**config.mk**
```make
export PLATFORM = sky130hd
export DESIGN_NAME = led_matrix_bit_plane_scanner_unit
export DESIGN_NICKNAME = d
export VERILOG_FILES = /design/src/sv/lmbps_pkg.sv /design/src/sv/lmbps_store.sv /design/src/sv/lmbps_seq.sv /design/src/sv/led_matrix_bit_plane_scanner_unit.sv
export SDC_FILE = /design/constraint.sdc
export NUM_CORES = 1
export LEC_CHECK = 0
export BUFFER_PORTS_ARGS = -buffer_cell sky130_fd_sc_hd__buf_2
export CORE_UTILIZATION = 25
export DETAILED_ROUTE_END_ITERATION = 10
export PLACE_DENSITY = 0.48
export SLEW_MARGIN = 15
export SYNTH_ARGS = -nofsm -noshare
export SYNTH_HDL_FRONTEND = slang
export SYNTH_SLANG_ARGS = --single-unit
```
**constraint.sdc**
```tcl
create_clock -name clk -period 3.9 [get_ports clk]
set_clock_uncertainty 0.2 [all_clocks]
set_input_delay 0.195 -clock clk [delete_from_list [all_inputs] [get_ports clk]]
set_output_delay 0.195 -clock clk [all_outputs]
set_load 0.01 [all_outputs]
```
**src/sv/lmbps_pkg.sv**
```systemverilog
// Shared types and constants for the LED matrix bit-plane scanner.
// No dependencies; used by every module of the block.
package lmbps_pkg;

  localparam int NUM_ROWS   = 16;
  localparam int NUM_COLS   = 4;
  localparam int ROW_W      = 4;
  localparam int COL_W      = 2;
  localparam int LEVEL_W    = 8;
  localparam int PLANE_W    = 3;
  localparam int DEPTH_DEF  = 4;
  localparam int IN_DATA_W  = 16;
  localparam int OUT_DATA_W = 16;

  typedef enum logic [1:0] {
    FUNC_PIXEL = 2'd0,
    FUNC_ALL   = 2'd1,
    FUNC_TICK  = 2'd2
  } func_t;

  // Store update request from the work stage
  typedef struct packed {
    logic               wr_pix;
    logic               wr_all;
    logic [2:0]         x;
    logic [2:0]         y;
    logic [LEVEL_W-1:0] level;
  } pix_cmd_t;

  // Row and plane that the current tick will drive
  typedef struct packed {
    logic [ROW_W-1:0]   row;
    logic [PLANE_W-1:0] plane;
  } scan_pos_t;

endpackage

```
**src/sv/lmbps_store.sv**
```systemverilog
// Pixel store: one DEPTH-bit level per pixel, kept per column, plus a fill level
// and per-pixel valid bits so a set-all needs no write to the levels. Depends on lmbps_pkg.
module lmbps_store #(
  parameter int DEPTH = lmbps_pkg::DEPTH_DEF
) (
  input  logic                          clk,
  input  logic                          rst_n,
  input  lmbps_pkg::pix_cmd_t           cmd,
  input  lmbps_pkg::scan_pos_t          rd_pos,
  output logic [lmbps_pkg::NUM_COLS-1:0] rd_cols
);
  import lmbps_pkg::*;

  logic [DEPTH-1:0]    kept;
  logic [ROW_W-1:0]    wr_row;
  logic [COL_W-1:0]    wr_col;
  logic [DEPTH-1:0]    fill_r;
  logic [NUM_COLS-1:0] vld_r [NUM_ROWS];

  assign kept   = cmd.level[LEVEL_W-1 -: DEPTH];
  assign wr_row = {cmd.x[2], cmd.y};
  assign wr_col = cmd.x[COL_W-1:0];

  always_ff @(posedge clk) begin
    if (!rst_n) begin
      fill_r <= '0;
      for (int r = 0; r < NUM_ROWS; r++) vld_r[r] <= '0;
    end else if (cmd.wr_all) begin
      fill_r <= kept;
      for (int r = 0; r < NUM_ROWS; r++) vld_r[r] <= '0;
    end else if (cmd.wr_pix) begin
      vld_r[wr_row][wr_col] <= 1'b1;
    end
  end

  for (genvar c = 0; c < NUM_COLS; c++) begin : g_col
    logic [DEPTH-1:0] lvl_r [NUM_ROWS];
    logic [DEPTH-1:0] lvl_rd;
    logic [DEPTH-1:0] lvl_sh;

    always_ff @(posedge clk) begin
      if (cmd.wr_pix && !cmd.wr_all && wr_col == COL_W'(c)) begin
        lvl_r[wr_row] <= kept;
      end
    end

    // an entry not written since the last set-all reads as the fill level
    assign lvl_rd     = vld_r[rd_pos.row][c] ? lvl_r[rd_pos.row] : fill_r;
    assign lvl_sh     = lvl_rd >> rd_pos.plane;
    assign rd_cols[c] = lvl_sh[0];
  end

endmodule

```
**src/sv/lmbps_seq.sv**
```systemverilog
// Scan sequencer: row counter, sequence position and the plane for each tick.
// Depends on lmbps_pkg.
module lmbps_seq #(
  parameter int DEPTH = lmbps_pkg::DEPTH_DEF
) (
  input  logic                 clk,
  input  logic                 rst_n,
  input  logic                 step,
  output lmbps_pkg::scan_pos_t pos
);
  import lmbps_pkg::*;

  localparam logic [DEPTH-1:0] SEQ_LEN = {DEPTH{1'b1}};

  logic [ROW_W-1:0] row_r, row_nxt;
  logic [DEPTH-1:0] seq_r, seq_nxt;
  logic [DEPTH-1:0] seq_inc;
  logic [DEPTH-1:0] seq_p1;
  int               tz;

  assign row_nxt = row_r + 1'b1;
  assign seq_inc = seq_r + 1'b1;

  always_comb begin
    seq_nxt = seq_r;
    if (row_nxt == '0) begin
      seq_nxt = (seq_inc >= SEQ_LEN) ? '0 : seq_inc;
    end
  end

  // trailing zeros of position+1, capped at DEPTH-1
  assign seq_p1 = seq_nxt + 1'b1;
  always_comb begin
    tz = DEPTH - 1;
    for (int i = DEPTH - 2; i >= 0; i--) begin
      if (seq_p1[i]) tz = i;
    end
  end

  assign pos.row   = row_nxt;
  assign pos.plane = PLANE_W'(DEPTH - 1 - tz);

  always_ff @(posedge clk) begin
    if (!rst_n) begin
      row_r <= '0;
      seq_r <= '0;
    end else if (step) begin
      row_r <= row_nxt;
      seq_r <= seq_nxt;
    end
  end

endmodule

```
**src/sv/led_matrix_bit_plane_scanner_unit.sv**
```systemverilog
// LED matrix bit-plane scanner, top level.
// Input stream: in_tuser carries the function (set pixel, set all, scan tick),
// in_tdata the pixel position and level. Pixel writes and set-all words give no
// output word; every scan tick gives one output word with the port value
// (row in the upper nibble, column bits of the shown plane in the lower), the
// plane and the row, and in out_tuser the demux-off flag.
// cfg_wr_en/cfg_wr_data set scan_enable; with it low a tick gives an all-zero
// word with demux_off set and the scan counters hold.
// A tick sits in the input register and is then written to the output register,
// which drives out_tvalid; an output register that is full and not taken holds it.
// Throughput: one word per cycle; every item is a single pass through the work stage.
// The input register keeps taking words while an output word waits: only a
// tick that finds the output register full and not taken holds the work stage.
// Reset (synchronous, rst_n low) clears the pixel store to level zero, the row
// and sequence counters and scan_enable, and empties both registers.
// Depends on lmbps_pkg, lmbps_store, lmbps_seq.
module led_matrix_bit_plane_scanner_unit #(
  parameter int DEPTH = lmbps_pkg::DEPTH_DEF
) (
  input  logic                              clk,
  input  logic                              rst_n,
  input  logic                              in_tvalid,
  output logic                              in_tready,
  // [2:0] pixel_x, [5:3] pixel_y, [13:6] level, [15:14] zero
  input  logic [lmbps_pkg::IN_DATA_W-1:0]   in_tdata,
  // [1:0] func
  input  logic [1:0]                        in_tuser,
  output logic                              out_tvalid,
  input  logic                              out_tready,
  // [7:0] port_value, [10:8] plane_shown, [14:11] row_shown, [15] zero
  output logic [lmbps_pkg::OUT_DATA_W-1:0]  out_tdata,
  // [0] demux_off
  output logic                              out_tuser,
  input  logic                              cfg_wr_en,
  input  logic                              cfg_wr_data
);
  import lmbps_pkg::*;

  logic               in_vld_r;
  func_t              in_func_r;
  logic [2:0]         in_x_r;
  logic [2:0]         in_y_r;
  logic [LEVEL_W-1:0] in_lvl_r;

  logic               scan_en_r;
  logic               out_vld_r;
  logic [7:0]         out_port_r;
  logic [PLANE_W-1:0] out_plane_r;
  logic [ROW_W-1:0]   out_row_r;
  logic               out_demux_r;

  logic                is_tick;
  logic                out_free;
  logic                proc;
  logic                step;
  pix_cmd_t            cmd;
  scan_pos_t           pos;
  logic [NUM_COLS-1:0] cols;

  assign is_tick   = (in_func_r == FUNC_TICK);
  assign out_free  = !out_vld_r || out_tready;
  assign proc      = in_vld_r && (!is_tick || out_free);
  assign in_tready = !in_vld_r || proc;
  assign step      = proc && is_tick && scan_en_r;

  always_comb begin
    cmd        = '0;
    cmd.x      = in_x_r;
    cmd.y      = in_y_r;
    cmd.level  = in_lvl_r;
    if (proc) begin
      case (in_func_r)
        FUNC_PIXEL: cmd.wr_pix = 1'b1;
        FUNC_ALL:   cmd.wr_all = 1'b1;
        default:    ;
      endcase
    end
  end

  lmbps_store #(.DEPTH(DEPTH)) u_store (
    .clk     (clk),
    .rst_n   (rst_n),
    .cmd     (cmd),
    .rd_pos  (pos),
    .rd_cols (cols)
  );

  lmbps_seq #(.DEPTH(DEPTH)) u_seq (
    .clk   (clk),
    .rst_n (rst_n),
    .step  (step),
    .pos   (pos)
  );

  always_ff @(posedge clk) begin
    if (!rst_n) begin
      scan_en_r <= 1'b0;
    end else if (cfg_wr_en) begin
      scan_en_r <= cfg_wr_data;
    end
  end

  always_ff @(posedge clk) begin
    if (!rst_n) begin
      in_vld_r <= 1'b0;
    end else if (in_tready) begin
      in_vld_r <= in_tvalid;
    end
  end

  always_ff @(posedge clk) begin
    if (in_tready && in_tvalid) begin
      in_func_r <= func_t'(in_tuser);
      in_x_r    <= in_tdata[2:0];
      in_y_r    <= in_tdata[5:3];
      in_lvl_r  <= in_tdata[13:6];
    end
  end

  always_ff @(posedge clk) begin
    if (!rst_n) begin
      out_vld_r <= 1'b0;
    end else if (proc && is_tick) begin
      out_vld_r <= 1'b1;
    end else if (out_tready) begin
      out_vld_r <= 1'b0;
    end
  end

  always_ff @(posedge clk) begin
    if (proc && is_tick) begin
      if (scan_en_r) begin
        out_port_r  <= {pos.row, cols};
        out_plane_r <= pos.plane;
        out_row_r   <= pos.row;
        out_demux_r <= 1'b0;
      end else begin
        // blank the port, hold the scan
        out_port_r  <= '0;
        out_plane_r <= '0;
        out_row_r   <= '0;
        out_demux_r <= 1'b1;
      end
    end
  end

  assign out_tvalid = out_vld_r;
  assign out_tdata  = {1'b0, out_row_r, out_plane_r, out_port_r};
  assign out_tuser  = out_demux_r;

`ifndef NO_ASSERTIONS
  a_blank_word: assert property (@(posedge clk) disable iff (!rst_n)
    out_vld_r && out_demux_r |-> out_port_r == '0 && out_row_r == '0 && out_plane_r == '0)
    else $error("blanked word carries nonzero fields");

  a_row_nibble: assert property (@(posedge clk) disable iff (!rst_n)
    out_vld_r && !out_demux_r |-> out_port_r[7:4] == out_row_r)
    else $error("port row nibble differs from row_shown");

  a_stall_cause: assert property (@(posedge clk) disable iff (!rst_n)
    in_vld_r && !proc |-> is_tick && out_vld_r && !out_tready)
    else $error("work stage held without a blocked tick");

  a_tick_word: assert property (@(posedge clk) disable iff (!rst_n)
    proc && is_tick |=> out_vld_r)
    else $error("tick gave no output word");
`endif

endmodule
```
=== Word level (Yosys, flattened, before mapping) ===
Memory sizes are Yosys's and may differ from the RTL's.
Cells that the tools add are included.

* Add/sub/neg operators: 4
* Equal/unequal tests: 5
* Magnitude comparators: 3
* Mux-type cells: 52
* Shift operators: 4
* Reductions and logical operators: 22
* Bitwise gates (word level): 16

{| class="wikitable"
|+ Operator list
! operator !! count
|-
| 4-bit two-way mux || 26
|-
| 1-bit two-way mux || 22
|-
| 1-bit OR || 16
|-
| 4-bit by 3-bit right shift with 1-bit output || 4
|-
| 1-bit logical AND || 10
|-
| 4-bit by 1-bit adder with 4-bit output, second input constant || 2
|-
| 2-bit equality test, second input constant || 3
|-
| 2-bit two-way mux || 3
|-
| 2-bit by 1-bit equality test with 1-bit output, second input constant || 2
|-
| 4-bit >= comparator, second input constant || 1
|-
| 1-bit logical NOT || 4
|-
| 2-bit logical NOT || 2
|-
| 4-bit logical NOT || 1
|-
| 4-bit OR reduction || 1
|-
| 3-bit by 1-bit adder with 3-bit output, second input constant || 1
|-
| 1-bit logical OR || 3
|-
| 2-bit by 3-bit < comparator with 1-bit output, second input constant || 1
|-
| 2-bit by 2-bit subtractor with 3-bit output, first input constant || 1
|-
| 1-bit demux with 2-bit select || 1
|-
| 2-bit by 1-bit >= comparator with 1-bit output, second input constant || 1
|-
| 2-bit nonzero test || 1
|}

* Bits in registers: 47
* Logic and storage cells: 125
* RAM bits: 320
* Input bits: 24
* Memories: 5

{| class="wikitable"
|+ Memories
! memory !! depth !! width !! rd ports !! clocked after Yosys merged registers in !! write ports !! RTL line !! text
|-
| u_store.g_col[0].lvl_r || 16 || 4 || 1 || 0 || 1 || lmbps_store.sv:37 || <nowiki>logic [DEPTH-1:0] lvl_r [NUM_ROWS];</nowiki>
|-
| u_store.g_col[1].lvl_r || 16 || 4 || 1 || 0 || 1 || lmbps_store.sv:37 ||
|-
| u_store.g_col[2].lvl_r || 16 || 4 || 1 || 0 || 1 || lmbps_store.sv:37 ||
|-
| u_store.g_col[3].lvl_r || 16 || 4 || 1 || 0 || 1 || lmbps_store.sv:37 ||
|-
| u_store.vld_r || 16 || 4 || 1 || 0 || 16 || lmbps_store.sv:18 || <nowiki>logic [NUM_COLS-1:0] vld_r [NUM_ROWS];</nowiki>
|}

=== Longest topological paths before layout ===
* Word-level depth: 11
* Gate-level depth with buffers: 14
* Gate-level depth less buffers: 13

=== By module ===
Synthesis repeated with hierarchy kept, for this count alone.

* Cell total of the unflattened synthesis: 962
* Area total of the unflattened synthesis: 15,059.4 µm²

{| class="wikitable"
|+ Modules (own cells, without submodules)
! module !! area an instance (µm²) !! instances !! cells an instance !! sequential area each (µm²)
|-
| lmbps_store || 13,302.8 || 1 || 819 || 9,048.7
|-
| led_matrix_bit_plane_scanner_unit || 1,119.8 || 1 || 65 || 900.9
|-
| lmbps_seq || 636.9 || 1 || 78 || 160.2
|}

=== Worst setup path after synthesis ===
OpenSTA, ideal clock, no wires.

* Path type: register -> register
* Start point: register u_seq.row_r[0]
* End point: register out_port_r[3], data pin
* Data required time: 3.444 ns
* Arrival time: 2.764 ns
* Stages on the path, launching flop included: 12
* Setup slack: 0.680 ns
* Cell sequence: dfxtp_1 > ha_1 > and2_1 > a21oi_2 > o22ai_1 > mux2_2 > ha_1 > nand2b_1 > o211a_1 > buf_6 > o311ai_1 > and4b_1

* Longest elaborated chain between the ends: 9

{| class="wikitable"
|+ Ends and longest elaborated chain
! item !! RTL line !! text
|-
| from (decl) || lmbps_seq.sv:15 || <nowiki>logic [ROW_W-1:0] row_r, row_nxt;</nowiki>
|-
| from (signal assigned) || lmbps_seq.sv:48 || <nowiki>row_r <= row_nxt;</nowiki>
|-
| 4-bit by 1-bit adder with 4-bit output * || lmbps_seq.sv:21 || <nowiki>assign row_nxt = row_r + 1'b1;</nowiki>
|-
| 4-bit logical NOT * || lmbps_seq.sv:26 || <nowiki>if (row_nxt == '0) begin</nowiki>
|-
| 4-bit two-way mux * || lmbps_seq.sv:26 ||
|-
| via u_seq.seq_nxt[0] || lmbps_seq.sv:16 || <nowiki>logic [DEPTH-1:0] seq_r, seq_nxt;</nowiki>
|-
| 3-bit by 1-bit adder with 3-bit output * || lmbps_seq.sv:32 || <nowiki>assign seq_p1 = seq_nxt + 1'b1;</nowiki>
|-
| 1-bit two-way mux || lmbps_seq.sv:36 || <nowiki>if (seq_p1[i]) tz = i;</nowiki>
|-
| 2-bit two-way mux || lmbps_seq.sv:36 ||
|-
| 2-bit two-way mux * || lmbps_seq.sv:36 ||
|-
| 2-bit by 2-bit subtractor with 3-bit output * || lmbps_seq.sv:41 || <nowiki>assign pos.plane = PLANE_W'(DEPTH - 1 - tz);</nowiki>
|-
| 4-bit by 3-bit right shift with 1-bit output * || lmbps_store.sv:49 || <nowiki>assign lvl_sh = lvl_rd >> rd_pos.plane;</nowiki>
|-
| to (signal assigned) || led_matrix_bit_plane_scanner_unit.sv:133 || <nowiki>out_port_r <= {pos.row, cols};</nowiki>
|-
| to (decl) || led_matrix_bit_plane_scanner_unit.sv:47 || <nowiki>logic [7:0] out_port_r;</nowiki>
|}

Mark *: on every way through the listed nets, which the timed path passes. The rest lies on a longest branch.
A chain may end at the register's enable or synchronous reset.

=== Worst setup path in the final report ===
* Start point: register u_seq.row_r[0]
* End point: register out_port_r[0], data pin

Same word-level chain as after synthesis.

==> report_table.html <==
<table>
<tr><th>Metric</th><th>Value</th></tr>
<tr><th colspan="2">Yosys</th></tr>
<tr><td>Number of flops mapped to enable cells by yosys</td><td>279</td></tr>
<tr><td>Distinct cell type count after synthesis</td><td>47</td></tr>
<tr><td>Warning count from the yosys run</td><td>0</td></tr>
<tr><td>Biggest area consumer among synthesized cells</td><td>sky130_fd_sc_hd__edfxtp_1</td></tr>
<tr><td>Cell types with the largest area share after synthesis</td><td>sky130_fd_sc_hd__edfxtp_1, sky130_fd_sc_hd__mux4_2, sky130_fd_sc_hd__dfxtp_1</td></tr>
<tr><td>Proportion of synthesized chip area in sequential cells</td><td>0.682</td></tr>
<tr><td>Synth async-reset ratio</td><td>0</td></tr>
<tr><td>Most common flop cell mapped by yosys</td><td>sky130_fd_sc_hd__edfxtp_1</td></tr>
<tr><td>Synthesized area per cell</td><td>16.8 um2</td></tr>
<tr><td>Area of the mapped netlist</td><td>14600 um2</td></tr>
<tr><td>Cells after synthesis</td><td>867</td></tr>
<tr><td>Yosys top cell area share</td><td>0.574</td></tr>
<tr><td>Top-count cell post-synth</td><td>sky130_fd_sc_hd__edfxtp_1</td></tr>
<tr><td>List of most frequent post-synthesis cells</td><td>sky130_fd_sc_hd__edfxtp_1, sky130_fd_sc_hd__mux4_2, sky130_fd_sc_hd__nor2_1</td></tr>
<tr><td>Synth Register Bits</td><td>358</td></tr>
<tr><th colspan="2">Floorplanning</th></tr>
<tr><td>Top Ports</td><td>43</td></tr>
<tr><td>Die W</td><td>244 um</td></tr>
<tr><td>Core Footprint</td><td>57700 um2</td></tr>
<tr><td>Die Area</td><td>59400 um2</td></tr>
<tr><td>Die Y-Extent</td><td>244 um</td></tr>
<tr><td>Effective utilization at floorplan</td><td>0.253</td></tr>
<tr><td>Number of core rows</td><td>88</td></tr>
<tr><th colspan="2">Placed design</th></tr>
<tr><td>Final estimated routing congestion in global placement</td><td>0.698</td></tr>
<tr><td>Count of input and output buffers</td><td>34</td></tr>
<tr><td>Estimated wirelength of the detail-placed design</td><td>21200 um</td></tr>
<tr><th colspan="2">STA</th></tr>
<tr><td>Setup total negative slack</td><td>0 ps</td></tr>
<tr><td>Unrepaired setup endpoints after global routing</td><td>no</td></tr>
<tr><td>Tcrit/Tclk final</td><td>0.922</td></tr>
<tr><td>Hold Vio Cnt, Final</td><td>0</td></tr>
<tr><td>Time the final worst path needs with I/O delays and setup</td><td>3600 ps</td></tr>
<tr><td>Timing-limited maximum frequency</td><td>278 MHz</td></tr>
<tr><td>Number of pins exceeding their max-slew limit in the final report</td><td>0</td></tr>
<tr><td>Setup violation total in the final timing report</td><td>0</td></tr>
<tr><td>Worst-case hold slack</td><td>180 ps</td></tr>
<tr><td>Relative slew slack</td><td>0.239</td></tr>
<tr><td>Worst-Margin Slew</td><td>1140 ps</td></tr>
<tr><th colspan="2">Clock tree</th></tr>
<tr><td>TritonCTS clock tree</td><td>built</td></tr>
<tr><td>Clk pin slew, worst setup/hold paths</td><td>60 ps</td></tr>
<tr><td>Deepest level of the CTS H-tree</td><td>2</td></tr>
<tr><td>Maximum clock path buffer count</td><td>3</td></tr>
<tr><td>Clk_lat worst skew</td><td>530 ps</td></tr>
<tr><td>Total number of clock tree sinks</td><td>358</td></tr>
<tr><td>CTS Root Buffer Type</td><td>sky130_fd_sc_hd__clkbuf_16</td></tr>
<tr><td>Post-CTS setup-driven buffer insertion count</td><td>0</td></tr>
<tr><td>Number of buffers added by the clock tree synthesis step</td><td>39</td></tr>
<tr><th colspan="2">Hold path</th></tr>
<tr><td>Worst hold path stage count</td><td>2</td></tr>
<tr><td>Tightest Hold Check Type</td><td>primary input to register</td></tr>
<tr><th colspan="2">Finish</th></tr>
<tr><td>Fraction of layout instances using a drive strength above 1</td><td>0.234</td></tr>
<tr><td>Synth-to-layout area growth</td><td>17.7%</td></tr>
<tr><td>Ant diodes</td><td>0</td></tr>
<tr><td>Final core occ</td><td>0.298</td></tr>
<tr><td>Post-layout net count</td><td>960</td></tr>
<tr><th colspan="2">Detailed routing</th></tr>
<tr><td>Routed wire per std cell</td><td>20.0 um</td></tr>
<tr><td>Vias</td><td>7614</td></tr>
<tr><td>Number of violations reported at the end of detailed-routing iteration 0</td><td>464</td></tr>
<tr><td>Via density per instance</td><td>4.41</td></tr>
<tr><td>Final wirelength</td><td>34500 um</td></tr>
<tr><td>Count of antenna-violating nets left after detailed routing</td><td>0</td></tr>
<tr><td>Post-detailed-route DRC marker count</td><td>0</td></tr>
<tr><td>Pre-Repair DR Iteration Count</td><td>5</td></tr>
<tr><th colspan="2">GRT</th></tr>
<tr><td>Number of global-route vias before repair</td><td>7758</td></tr>
<tr><td>Total gr overflow</td><td>0</td></tr>
<tr><td>GRT Resource Usage Total</td><td>0.117</td></tr>
<tr><td>Pin count of the biggest net entering global routing</td><td>83</td></tr>
<tr><td>Wire length of the first global-routing pass</td><td>51200 um</td></tr>
<tr><td>Initial antenna violation count</td><td>2</td></tr>
<tr><th colspan="2">Worst setup path</th></tr>
<tr><td>Maximum fanout count along the critical path</td><td>7</td></tr>
<tr><td>Worst Reg2Reg Path Length in Cells</td><td>11</td></tr>
<tr><td>Element type at the critical path start</td><td>register</td></tr>
<tr><td>Required time reported for the critical path endpoint</td><td>4080 ps</td></tr>
<tr><td>Type of the worst setup path</td><td>register to register</td></tr>
<tr><td>Crit path DAT</td><td>3780 ps</td></tr>
<tr><td>Critical path endpoint category</td><td>register</td></tr>
<tr><th colspan="2">Power</th></tr>
<tr><td>Switching share of total power</td><td>0.196</td></tr>
<tr><td>Switch Pwr</td><td>1.58 mW</td></tr>
<tr><td>Logic pwr share</td><td>0.022</td></tr>
<tr><td>Leakage power</td><td>5.23 nW</td></tr>
<tr><td>Int Power</td><td>6.47 mW</td></tr>
<tr><td>Cell Pwr Density</td><td>469 nW/um2</td></tr>
<tr><td>Portion of total power attributed to sequential cells</td><td>0.514</td></tr>
<tr><td>Final total power</td><td>8.06 mW</td></tr>
<tr><td>Portion of total power attributed to the clock network</td><td>0.464</td></tr>
<tr><td>Maximum VDD drop</td><td>0.252 mV</td></tr>
<tr><th colspan="2">Outcome</th></tr>
<tr><td>Outcome</td><td>completed</td></tr>
<tr><th colspan="2">Run</th></tr>
<tr><td>Max Cap Viol</td><td>0</td></tr>
</table>
-- critical path, cell delays in order, from the launching register on --
cell and delay, ps:
sky130_fd_sc_hd__dfxtp_4 400, sky130_fd_sc_hd__ha_1 290, sky130_fd_sc_hd__and2_1 170, sky130_fd_sc_hd__a21oi_2 70, sky130_fd_sc_hd__o22ai_1 290, sky130_fd_sc_hd__mux2_2 440
sky130_fd_sc_hd__ha_1 300, sky130_fd_sc_hd__nor2_1 50, sky130_fd_sc_hd__o211ai_1 150, sky130_fd_sc_hd__o211a_1 430, sky130_fd_sc_hd__mux4_2 540, sky130_fd_sc_hd__nor2_1 110
-- power groups by stage --
stage	Sequential, mW	Combinational (mW)	Clock [mW]
2_1_floorplan	4.23	0.0754	0
3_3_place_gp	4.22	0.161	0
3_5_place_dp	4.22	0.165	0
4_1_cts	4.14	0.179	3.84
5_1_grt	4.14	0.195	3.98
6_report	4.14	0.181	3.74
-- path summary, 6_finish.rpt --
path / startpoint / endpoint / slack, ps
hold / removal: in_tuser[1] / in_func_r[1] / 180
setup reg to reg: u_seq.row_r[0] / out_port_r[0] / 300
setup / recovery: u_seq.row_r[0] / out_port_r[0] / 300
hold reg to reg: u_store.vld_r[6][3] / u_store.vld_r[6][3] / 310
-- logic make-up (layout without fill, tap and decap cells) --
logic type | after synthesis | in the layout | synth area share
muxes | 122 | 122 | 0.174
AOI/OAI and AO/OA | 96 | 96 | 0.0381
and+or+nand+nor | 219 | 219 | 0.0757
other | 1 | 2 | 0.000257
DFF | 358 | 358 | 0.682
adders and majority gates | 6 | 6 | 0.00514
xor gates and xnor gates | 4 | 4 | 0.00240
buffers and inverters | 61 | 153 | 0.0225
-- area by class of cell --
cell class | instances | area, um2
clock buffer | 59 | 1180
clock inverter | 12 | 133
fill | 5710 | 40500
inverter | 12 | 45.0
multi-input combinational | 449 | 4350
sequential | 358 | 9960
tap | 765 | 957
timing repair buffer | 70 | 553
-- cell usage in the layout, fill, tap and decap left out, types with 6 or more instances in the layout --
cell / instances
sky130_fd_sc_hd__mux4_2: 105
sky130_fd_sc_hd__edfxtp_1: 279
sky130_fd_sc_hd__mux2i_1: 15
sky130_fd_sc_hd__nand3_1: 8
sky130_fd_sc_hd__clkbuf_16: 41
sky130_fd_sc_hd__nor2_1: 82
sky130_fd_sc_hd__and2_1: 6
sky130_fd_sc_hd__nor3_1: 8
sky130_fd_sc_hd__a21oi_1: 69
sky130_fd_sc_hd__clkbuf_1: 9
sky130_fd_sc_hd__nor2b_1: 76
sky130_fd_sc_hd__clkbuf_8: 9
sky130_fd_sc_hd__buf_2: 34
sky130_fd_sc_hd__dfxtp_1: 78
sky130_fd_sc_hd__dlygate4sd3_1: 17
sky130_fd_sc_hd__buf_4: 13
sky130_fd_sc_hd__inv_1: 11
sky130_fd_sc_hd__nand2_1: 22
-- per-layer routing --
layer | vias to the layer above | global-route usage | part of all wire
met5 | - | 0 | 0.00061
met1 | 3916 | 0.158 | 0.46
met3 | 59 | 0.0250 | 0.044
met4 | 4 | 0.0309 | 0.021
li1 | 3477 | - | -
met2 | 158 | 0.188 | 0.47
-- metrics by stage --
step / std cells / cell area [um2] / worst slack, ps
finish: 1725 / 17200 / 303
global route: 1725 / 17200 / 31.8
CTS: 1724 / 17200 / 279
detailed placement: 1636 / 15700 / 308
global placement: 1636 / 15700 / 360
floorplan: 868 / 14600 / 680
-- what timing repair did --
item | in CTS | in global routing
hold buffers | 17 | 0
gates resized for setup | 0 | 0
endpoints found under the hold margin | 15 | 0
-- sequential cells by signal, summed over array words and instances (netlist names), 3 cells and up --
name                 flops
in_lvl_r                 4
in_x_r                   3
in_y_r                   3
out_port_r               8
u_seq.row_r              4
u_seq.seq_r              4
u_store.fill_r           4
u_store.g_col.lvl_r    256
u_store.vld_r           64
(Power assumes the default switching activity.)
